<file path="src/rtl/b2b_pkg.sv">
// Shared constants, types and helper functions for the BLAKE2b engine.
`default_nettype none
package b2b_pkg;
  localparam int unsigned Rounds = 12;
  localparam int unsigned RndW = 4;
  localparam logic [63:0] Param0Reset = 64'h0000_0000_0101_0040;

  function automatic logic [63:0] iv(input logic [2:0] i);
    logic [63:0] r;
    unique case (i)
      3'd0: r = 64'h6a09e667f3bcc908;
      3'd1: r = 64'hbb67ae8584caa73b;
      3'd2: r = 64'h3c6ef372fe94f82b;
      3'd3: r = 64'ha54ff53a5f1d36f1;
      3'd4: r = 64'h510e527fade682d1;
      3'd5: r = 64'h9b05688c2b3e6c1f;
      3'd6: r = 64'h1f83d9abfb41bd6b;
      default: r = 64'h5be0cd19137e2179;
    endcase
    return r;
  endfunction

  // Message schedule: word index for slot j of round r mod 10.
  function automatic logic [3:0] sigma(input logic [3:0] r, input logic [3:0] j);
    logic [63:0] row;
    unique case (r)
      4'd0: row = 64'hfedcba9876543210;
      4'd1: row = 64'h357b20c16df984ae;
      4'd2: row = 64'h491763eadf250c8b;
      4'd3: row = 64'h8f04a562ebcd1397;
      4'd4: row = 64'hd386cb1efa427509;
      4'd5: row = 64'h91ef57d438b0a6c2;
      4'd6: row = 64'hb8293670a4def15c;
      4'd7: row = 64'ha2684f05931ce7bd;
      4'd8: row = 64'h5a417d2c803b9ef6;
      default: row = 64'h0dc3e9bf5167482a;
    endcase
    return row[{j, 2'b00} +: 4];
  endfunction

  typedef struct packed {
    logic load_chain;   // chain from iv ^ params, clear counter
    logic store_word;
    logic add_count;
    logic init_work;
    logic mix_step;     // one half round
    logic diag;         // diagonal half
    logic [RndW-1:0] round;
    logic fold;         // chain ^= v lo ^ v hi
  } b2b_cmd_t;
endpackage
`default_nettype wire

</file>
<file path="src/rtl/b2b_ctrl.sv">
// Controller: input handshake, compression sequencing and digest output.
`default_nettype none
module b2b_ctrl (
  input  wire logic clk_i,
  input  wire logic rst_ni,
  input  wire logic in_valid_i,
  output logic      in_ready_o,
  input  wire logic start_i,
  input  wire logic end_i,
  input  wire logic fin_i,
  output b2b_pkg::b2b_cmd_t cmd_o,
  output logic      out_valid_o,
  input  wire logic out_ready_i,
  output logic [2:0] out_idx_o
);
  typedef enum logic [2:0] {StIdle, StInit, StMix, StFold, StOut} state_e;
  state_e state_q;
  logic [b2b_pkg::RndW-1:0] rnd_q;
  logic diag_q, fin_q;
  logic [2:0] idx_q;
  logic acc;

  assign in_ready_o = (state_q == StIdle);
  assign acc = in_valid_i && in_ready_o;
  assign out_valid_o = (state_q == StOut);
  assign out_idx_o = idx_q;

  always_comb begin
    cmd_o = '0;
    cmd_o.round = rnd_q;
    cmd_o.diag = diag_q;
    cmd_o.store_word = acc;
    cmd_o.load_chain = acc && start_i;
    cmd_o.add_count = acc && end_i;
    cmd_o.init_work = (state_q == StInit);
    cmd_o.mix_step = (state_q == StMix);
    cmd_o.fold = (state_q == StFold);
  end

  always_ff @(posedge clk_i or negedge rst_ni) begin
    if (!rst_ni) begin
      state_q <= StIdle;
      rnd_q <= '0;
      diag_q <= 1'b0;
      fin_q <= 1'b0;
      idx_q <= '0;
    end else begin
      unique case (state_q)
        StIdle: if (acc && end_i) begin
          fin_q <= fin_i;
          state_q <= StInit;
        end
        StInit: begin
          rnd_q <= '0;
          diag_q <= 1'b0;
          state_q <= StMix;
        end
        StMix: begin
          diag_q <= ~diag_q;
          if (diag_q) begin
            rnd_q <= rnd_q + b2b_pkg::RndW'(1);
            if (rnd_q == b2b_pkg::RndW'(b2b_pkg::Rounds - 1)) state_q <= StFold;
          end
        end
        StFold: begin
          idx_q <= '0;
          state_q <= fin_q ? StOut : StIdle;
        end
        StOut: if (out_ready_i) begin
          idx_q <= idx_q + 3'd1;
          if (idx_q == 3'd7) state_q <= StIdle;
        end
        default: state_q <= StIdle;
      endcase
    end
  end
endmodule
`default_nettype wire
</file>
<file path="config.mk">
export PLATFORM = sky130hd
export DESIGN_NAME = b2b_ctrl
export DESIGN_NICKNAME = d
export VERILOG_FILES = /design/src/rtl/b2b_pkg.sv /design/src/rtl/b2b_ctrl.sv
export SDC_FILE = /design/constraint.sdc
export NUM_CORES = 1
export LEC_CHECK = 0
export BUFFER_PORTS_ARGS = -buffer_cell sky130_fd_sc_hd__buf_2
export CAP_MARGIN = 5
export CORE_MARGIN = 5
export CORE_UTILIZATION = 39
export CTS_CLUSTER_DIAMETER = 100
export CTS_CLUSTER_SIZE = 8
export DETAILED_ROUTE_END_ITERATION = 8
export MAX_ROUTING_LAYER = met4
export PLACE_DENSITY_LB_ADDON = 0.12
export SLEW_MARGIN = 10
export SYNTH_ARGS = -nofsm -noshare
export SYNTH_HDL_FRONTEND = slang
export SYNTH_SLANG_ARGS = --single-unit
</file>
<file path="constraint.sdc">
create_clock -name clk_i -period 4 [get_ports clk_i]
set_input_delay 0.6 -clock clk_i [delete_from_list [all_inputs] [get_ports clk_i]]
set_output_delay 0.6 -clock clk_i [all_outputs]
set_load 0.02 [all_outputs]
</file>
== Word-level counts from Yosys, hierarchy flattened ==
Cells that the tools add are included.

* Reduce and logical (&&, ||, !) cells: 10
* Equality and inequality tests: 11
* Add/sub/neg operators: 2
* Bitwise operators: 1
* Multiplexer cells: 12

{| class="wikitable"
|+ Operator list
! operator !! count
|-
| 3-bit two-way mux || 7
|-
| 3-bit one-hot mux with 5 select lines || 1
|-
| 2-bit by 1-bit inequality test with 1-bit output (second input constant) || 5
|-
| 4-bit one-hot mux with 2 select lines || 1
|-
| 3-bit by 2-bit equality test with 1-bit output (second input constant) || 2
|-
| 3-bit equality test (second input constant) || 2
|-
| 3-bit one-hot mux with 2 select lines || 1
|-
| 2-bit AND reduction || 3
|-
| 5-bit AND reduction || 1
|-
| 4-bit by 1-bit adder with 4-bit output (second input constant) || 1
|-
| 4-bit equality test (second input constant) || 1
|-
| 4-bit two-way mux || 1
|-
| 2-bit nonzero test || 2
|-
| 3-bit by 1-bit adder with 3-bit output (second input constant) || 1
|-
| 3-bit by 1-bit equality test with 1-bit output (second input constant) || 1
|-
| 1-bit logical AND || 3
|-
| 3-bit logical NOT || 1
|-
| 1-bit one-hot mux with 2 select lines || 1
|-
| 1-bit NOT || 1
|}

* Output and inout bits: 16
* Flip-flop bits (word level): 12
* Input port bits: 7
* Word-level logic and storage cells: 41

== Logic depth before layout (Yosys ltp) ==
Gate-level depths: netlist of the first run.

* Depth in word-level cells: 5
* Depth in mapped cells: 4
* Gate-level depth less buffers: 4

== Worst setup path after synthesis of the first run ==
No wires, ideal clock.

* Kind: flip-flop to output port
* Start: reg state_q[1]
* End: out cmd_o[8] (netlist name)
* Arrival time: 1.197 ns
* Setup slack: 2.203 ns
* Path buffers: 0
* Stages on the path, launching flop included: 3
* Cells stage by stage: dfrtp_1 -> nor3_2 -> and3_1

{| class="wikitable"
|+ RTL lines
! item !! line !! text
|-
| from (decl) || b2b_ctrl.sv:17 || <nowiki>state_e state_q;</nowiki>
|-
| from (signal assigned) || b2b_ctrl.sv:42 || <nowiki>state_q <= StIdle;</nowiki>
|-
| from (signal assigned) || b2b_ctrl.sv:51 || <nowiki>state_q <= StInit;</nowiki>
|-
| from (signal assigned) || b2b_ctrl.sv:56 || <nowiki>state_q <= StMix;</nowiki>
|-
| to (decl) || b2b_ctrl.sv:11 || <nowiki>output b2b_pkg::b2b_cmd_t cmd_o,</nowiki>
|}

==> results.toml, run 1 <==
[synthesis]
yosysWarnings = 0
async_reset_ff_share_pct = 100
ys.flop_type = "dfrtp_1"
syn_nets = 67
synth_edf_count = 0
synth_area_per_cell_um2 = 11.1
yosysSeqAreaShare_pct = 47.3
synth_top_area_cell = "dfrtp_1"
syn_inst = 57
ys_top_cells_by_area = "dfrtp_1 47%, ha_1 5.9%, a22o_1 4.1%"
ys_ff_latch = 12
yosysTopAreaCellShare_pct = 47.3
syn_area_um2 = 634
synth_cell_types = 28

[grt]
grt_pass1_vias = 475
grt_max_degree = 13
grtUsageTotal_pct = 11.2
grt_pass1_wl_um = 2130
grt_overflow = 0
antenna_found_initial = 0

[timing]
drv_slew = 0
hold_viol = 0
skew_ps = 4.88
fin_crit_ps = 2140
worst_pin_slew_ps = 271
fin_crit_sh_pct = 53.4
relSlewSlack_pct = 82.0
max_freq_ghz = 0.468
fin_tns_setup_ps = 0
finalSetupViolCount = 0
layout_setup_ws_ps = 1860
rsz0062_at_grt = "no"

[drt]
drc = 0
ant_nets = 0
first_pass_iters = 3
viasPerCell = 5.10
drt-initial-drc-count = 11
routed_wl_um = 1250
wire_per_inst_um = 13.3
num_vias = 479

[critical_path]
crit_arrival_ps = 1540
max_stage_delay_ps = 520
start_kind = "flop"
crit_slowest_cell = "or3b_1"
critPathKind = "flop to output port"
critPathMaxFanout = 9
r2r_cells = 3
critical-path-top-delay-family = "simple AND/OR/NAND/NOR gates"
end_kind = "output port"
path_depth = 3
required_ps = 3400
path_cells = "or3b_1 > inv_1 > buf_2"
worstPathBufferInverterCount = 2

[clock_network]
cts.clk_slew.worst_paths_ps = 70
ctsRootBufferMaster = "clkbuf_4"
cts_buffer_depth = 2
numCtsBuffers = 3
cts_tree = "yes"
post_cts_buffers = 0
insertion_delay_ps = 260
ctsResizeCount = 0
clock-sinks = 12
cts_hold_buf = 0
htreeDepth = 1

[pwr]
leakagePower_nw = 0.412
peakVddDrop_mv = 0.334
powerDensity_nw_per_um2 = 678

[placement]
gp_congestion = 0.706
port_buffers = 22
dp_hpwl_um = 946
placement.setup.worst_slack_ps = 2150

[floorplanning]
dieHeight_um = 50.3
initial_utilization_pct = 41.6
fp.coreArea_um2 = 1520
io_pins = 23
fp.dieArea_um2 = 2530
rows = 14
die_width_um = 50.3

[finish]
area_growth_pct = 19.3
fin_nets = 90
diodes = 0
drive_above_1_share_pct = 39.7
layout_common_cells = "22 x buf_2, 12 x dfrtp_1, 4 x nand3_1, 4 x nand2_1"
layout_commonest_cell = "buf_2"

[run_status]
outcome = "finished clean"

[worst_hold_path]
hp-class = "input pin to async pin"

[run]
maxCapViolations = 0
cell families after synthesis:
family          synth area share [%]
mux                             3.55
flops                           47.3
simple gates                    22.9
compound gates                  13.8
buf+inv                         6.51
fa+ha+maj                       5.92
power by group:
part	switching, mW	internal, mW	total (mW)
combinational	0.140	0.0916	0.231
sequential	0.0481	0.162	0.210
clock	0.0368	0.0348	0.0716
total	0.225	0.288	0.513
cells in the mapped netlist (2+ instances only):
cell and instances:
buf_4 2, dfrtp_1 12, nand3_1 4, and3_1 2
a22o_1 3, o21ai_0 3, ha_1 3, or3_1 2
nand2_1 4, or3b_1 2, inv_1 3
metrics by stage:
stage	std cells	cell area (µm²)	hold WS (ps)	total power, mW	utilization (%)
2_1_floorplan	57	634	304	0.391	-
3_3_place_gp	91	734	486	0.443	48.2
3_5_place_dp	91	734	490	0.448	48.2
4_1_cts	94	757	200	0.523	49.7
5_1_grt	94	757	209	0.559	49.7
6_report	94	757	197	0.513	49.7
sequential cells by signal, indices dropped and copies added, names as in the netlist:
signal and flops:
fin_q 1, diag_q 1, state_q 3, out_idx_o 3
rnd_q 4
layout make-up:
class	count	area [µm²]
Fill cell	152	767
Sequential cell	12	300
Multi-Input combinational cell	38	293
Timing Repair Buffer	22	110
Clock buffer	3	22.5
Tap cell	16	20.0
Inverter	3	11.3
routing by layer:
metal	track usage, %	part of all wire [%]	routed length, µm
met5	-	0	0
met2	15.1	42	519
met1	14.5	48	604
met3	3.55	8.6	107
met4	6.38	1.1	14
worst paths after layout:
| path | start | slack, ps | to |
|---|---|---|---|
| max | state_q[1]$_DFFE_PN0P_ | 1860 | cmd_o[7] |
| min | rst_ni | 200 | rnd_q[3]$_DFFE_PN0P_ |
| max reg2reg | state_q[2]$_DFFE_PN0P_ | 2600 | rnd_q[3]$_DFFE_PN0P_ |
| min reg2reg | fin_q$_DFFE_PN0P_ | 500 | fin_q$_DFFE_PN0P_ |
| max in group asynchronous | rst_ni | 3590 | state_q[2]$_DFFE_PN0P_ |
| min in group clk_i | fin_q$_DFFE_PN0P_ | 500 | fin_q$_DFFE_PN0P_ |
Power figures use the tool's default switching activity.
==> inputs of run 2 (changes only) <==
--- a/config.mk
+++ b/config.mk
@@ -5,6 +5,7 @@
 export SDC_FILE = /design/constraint.sdc
 export NUM_CORES = 1
 export LEC_CHECK = 0
+export ABC_AREA = 1
 export BUFFER_PORTS_ARGS = -buffer_cell sky130_fd_sc_hd__buf_2
 export CAP_MARGIN = 5
 export CORE_MARGIN = 5
==> constraint.sdc (replaced) <==
create_clock -name clk_i -period 2.1 [get_ports clk_i]
set_input_delay 0.315 -clock clk_i [delete_from_list [all_inputs] [get_ports clk_i]]
set_output_delay 0.315 -clock clk_i [all_outputs]
set_load 0.02 [all_outputs]
==> run 2 against run 1 <==
Effect of this change:
- sequential power grew 99%
- clock skew shrank 2.6 ps
- area after synthesis grew 7.9%
- global-route usage grew 1.1 points
- core utilization grew 0.48 points
- total power grew 150%
- die area grew 6.3%
- flip-flop and latch count is the same
- synthesized cell count grew 47%
- combinational power grew to 2.9 times the previous value
- critical path depth grew 1
- routed wire length grew 9.7%
- largest cell class is now multi-input gates
==> results.toml, run 2 <==
[critical_path]
crit_slowest_cell = "dfrtp_1"
critPathMaxFanout = 5
r2r_cells = 6
r2r_slack_ps = 910
crit_arrival_ps = 1360
max_stage_delay_ps = 470
rr_startpoint = "out_idx_o[0]$_DFFE_PN0P_"
cpMostUsedCell = "nor2_2"
critPathKind = "flop to output port"
start_kind = "flop"
end_kind = "output port"
required_ps = 1780
r2r-end = "state_q[0]$_DFFE_PN0P_"
path_cells = "nor2_2 > nand3_1 > nor2_2 > buf_2"

[synthesis]
syn_nets = 94
ys_ff_latch = 12
synth_top_area_cell = "dfrtp_1"
synth_edf_count = 0
syn_inst = 84
yosysSeqAreaShare_pct = 43.9
async_reset_ff_share_pct = 100
yosysWarnings = 0
ys_top_cells_by_area = "dfrtp_1 44%, nand2_1 11%, nand3_1 8.0%"
synth.most_common_cell = "nand2_1"
ys.flop_type = "dfrtp_1"
syn_area_um2 = 684
yosysTopAreaCellShare_pct = 43.9
synth_area_per_cell_um2 = 8.15
synth_common_cells = "20 x nand2_1, 12 x dfrtp_1, 12 x inv_1"
synth_cell_types = 20

[timing]
fin_crit_ps = 1680
finalSetupViolCount = 0
max_freq_ghz = 0.597
relSlewSlack_pct = 81.2
drv_slew = 0
hold_viol = 0
rsz0062_at_grt = "no"
worst_pin_slew_ps = 282
fin_crit_sh_pct = 79.8
fin_tns_setup_ps = 0
skew_ps = 2.32

[grt]
grt_pass1_wl_um = 2360
antenna_found_initial = 0
grtUsageTotal_pct = 12.2
grt_pass1_vias = 555
grt_overflow = 0
grt_max_degree = 13

[floorplanning]
rows = 15
fp.coreArea_um2 = 1690
fp.dieArea_um2 = 2690
die_width_um = 51.9
io_pins = 23
initial_utilization_pct = 40.5
dieHeight_um = 51.9

[placement]
dp_cells = 121
gp_congestion = 0.751
dp_hpwl_um = 1100
port_buffers = 22
postPlaceCellArea_um2 = 801

[clock_network]
cts_buffer_depth = 2
clock-sinks = 12
ctsResizeCount = 0
cts_tree = "yes"
cts.clk_slew.worst_paths_ps = 80
ctsRootBufferMaster = "clkbuf_4"
numCtsBuffers = 3
insertion_delay_ps = 270
htreeDepth = 1

[pwr]
p_sw_mw = 0.626
leakagePower_nw = 0.517
seqPwrFrac_pct = 33.0
p_comb_share_pct = 52.7
peakVddDrop_mv = 0.671
powerDensity_nw_per_um2 = 1490
swShare_pct = 49.5
clockPowerShare_pct = 14.4
internal_power_mw = 0.638

[drt]
first_pass_iters = 4
drt-initial-drc-count = 6
drc = 0
routed_wl_um = 1370
ant_nets = 0
wire_per_inst_um = 10.8
viasPerCell = 4.73
num_vias = 596

[finish]
diodes = 0
largest_reg_flops = 4
n_fill_cell = 180
stdcell_count = 126
layout_commonest_cell = "buf_2"
seqCellArea_um2 = 300
drive_above_1_share_pct = 33.9
area_growth_pct = 23.8
stdcell_area_um2 = 847
utilization_pct = 50.1
fin_nets = 120
layout_common_cells = "22 x buf_2, 20 x nand2_1, 12 x inv_1, 12 x dfrtp_1, 11 x nand3_1"
multiInputGateArea_um2 = 317
top_register = "rnd_q"

[worst_hold_path]
whs_path_depth = 3
whs_endpoint = "fin_q$_DFFE_PN0P_"
hp-class = "input pin to flop"
holdCritStartpoint = "fin_i"

[run]
maxCapViolations = 0

[run_status]
outcome = "finished clean"
-- run 2: cell types whose count changed after synthesis, sizes merged, moves of 3 or more --
cell | before | now
nand3 | 4 | 12
a22o | 3 | 0
nand2 | 4 | 24
inv | 3 | 14
nor2 | 1 | 5
-- run 2: critical path: cells and delay by family, from the launching register on --
kind / cells / cell delay [ps]
buffers and inverters: 1 / 180
DFF: 1 / 470
and+or+nand+nor: 3 / 440
-- run 2: what timing repair did --
action / 4_1_cts / 5_1_grt
buffers inserted: 0 / 0
hold buffers: 1 / 0
hold endpoints to repair: 12 / 0
-- run 2: power groups by stage --
stage                     combinational, mW  clock [mW]  sequential [mW]
after floorplan                       0.460           0            0.457
after global placement                0.671           0            0.418
after detailed placement              0.674           0            0.421
after CTS                             0.678       0.192            0.417
after global routing                  0.748       0.203            0.434
final                                 0.666       0.181            0.417
-- run 2: through the flow --
stage / power (mW) / setup slack [ps] / hold WS [ps]
global route: 1.38 / 304 / 282
global placement: 1.09 / 741 / 213
detailed placement: 1.09 / 717 / 213
finish: 1.26 / 425 / 261
CTS: 1.29 / 402 / 256
floorplan: 0.917 / 763 / 19.4
-- run 2: cell type report --
cell class                 count  area share, %
sequential                    12           35.5
clock buffer                   4           4.28
inverter                      14           6.20
multi-input combinational     56           37.4
timing repair buffer          23           14.2
tap                           17           2.51
-- run 2: layer usage --
| metal | GRT usage (%) | up-vias | wire length (µm) |
|---|---|---|---|
| met4 | 6.11 | 0 | 25 |
| met1 | 15.4 | 260 | 659 |
| met2 | 17.6 | 13 | 605 |
| met3 | 3.72 | 4 | 76 |
| met5 | - | - | 0 |
| li1 | - | 319 | - |
-- run 2: logic make-up (layout without fill, tap and decap cells) --
logic type	Yosys count	count (layout)	synth area share, %
simple gates	45	45	34.4
buf+inv	16	41	9.87
flops	12	12	43.9
compound gates	7	7	5.12
fa+ha+maj	3	3	5.49
xor+xnor	1	1	1.28
-- run 2: worst max path at each step --
stage          slack, ps         to              startpoint  cells after the start
2_1_floorplan        760  cmd_o[10]  state_q[0]$_DFFE_PN0P_                      3
3_3_place_gp         740   cmd_o[8]  state_q[0]$_DFFE_PN0P_                      4
3_5_place_dp         720   cmd_o[8]  state_q[0]$_DFFE_PN0P_                      4
4_1_cts              400   cmd_o[8]  state_q[0]$_DFFE_PN0P_                      4
5_1_grt              300   cmd_o[8]  state_q[0]$_DFFE_PN0P_                      4
6_report             420   cmd_o[8]  state_q[0]$_DFFE_PN0P_                      4
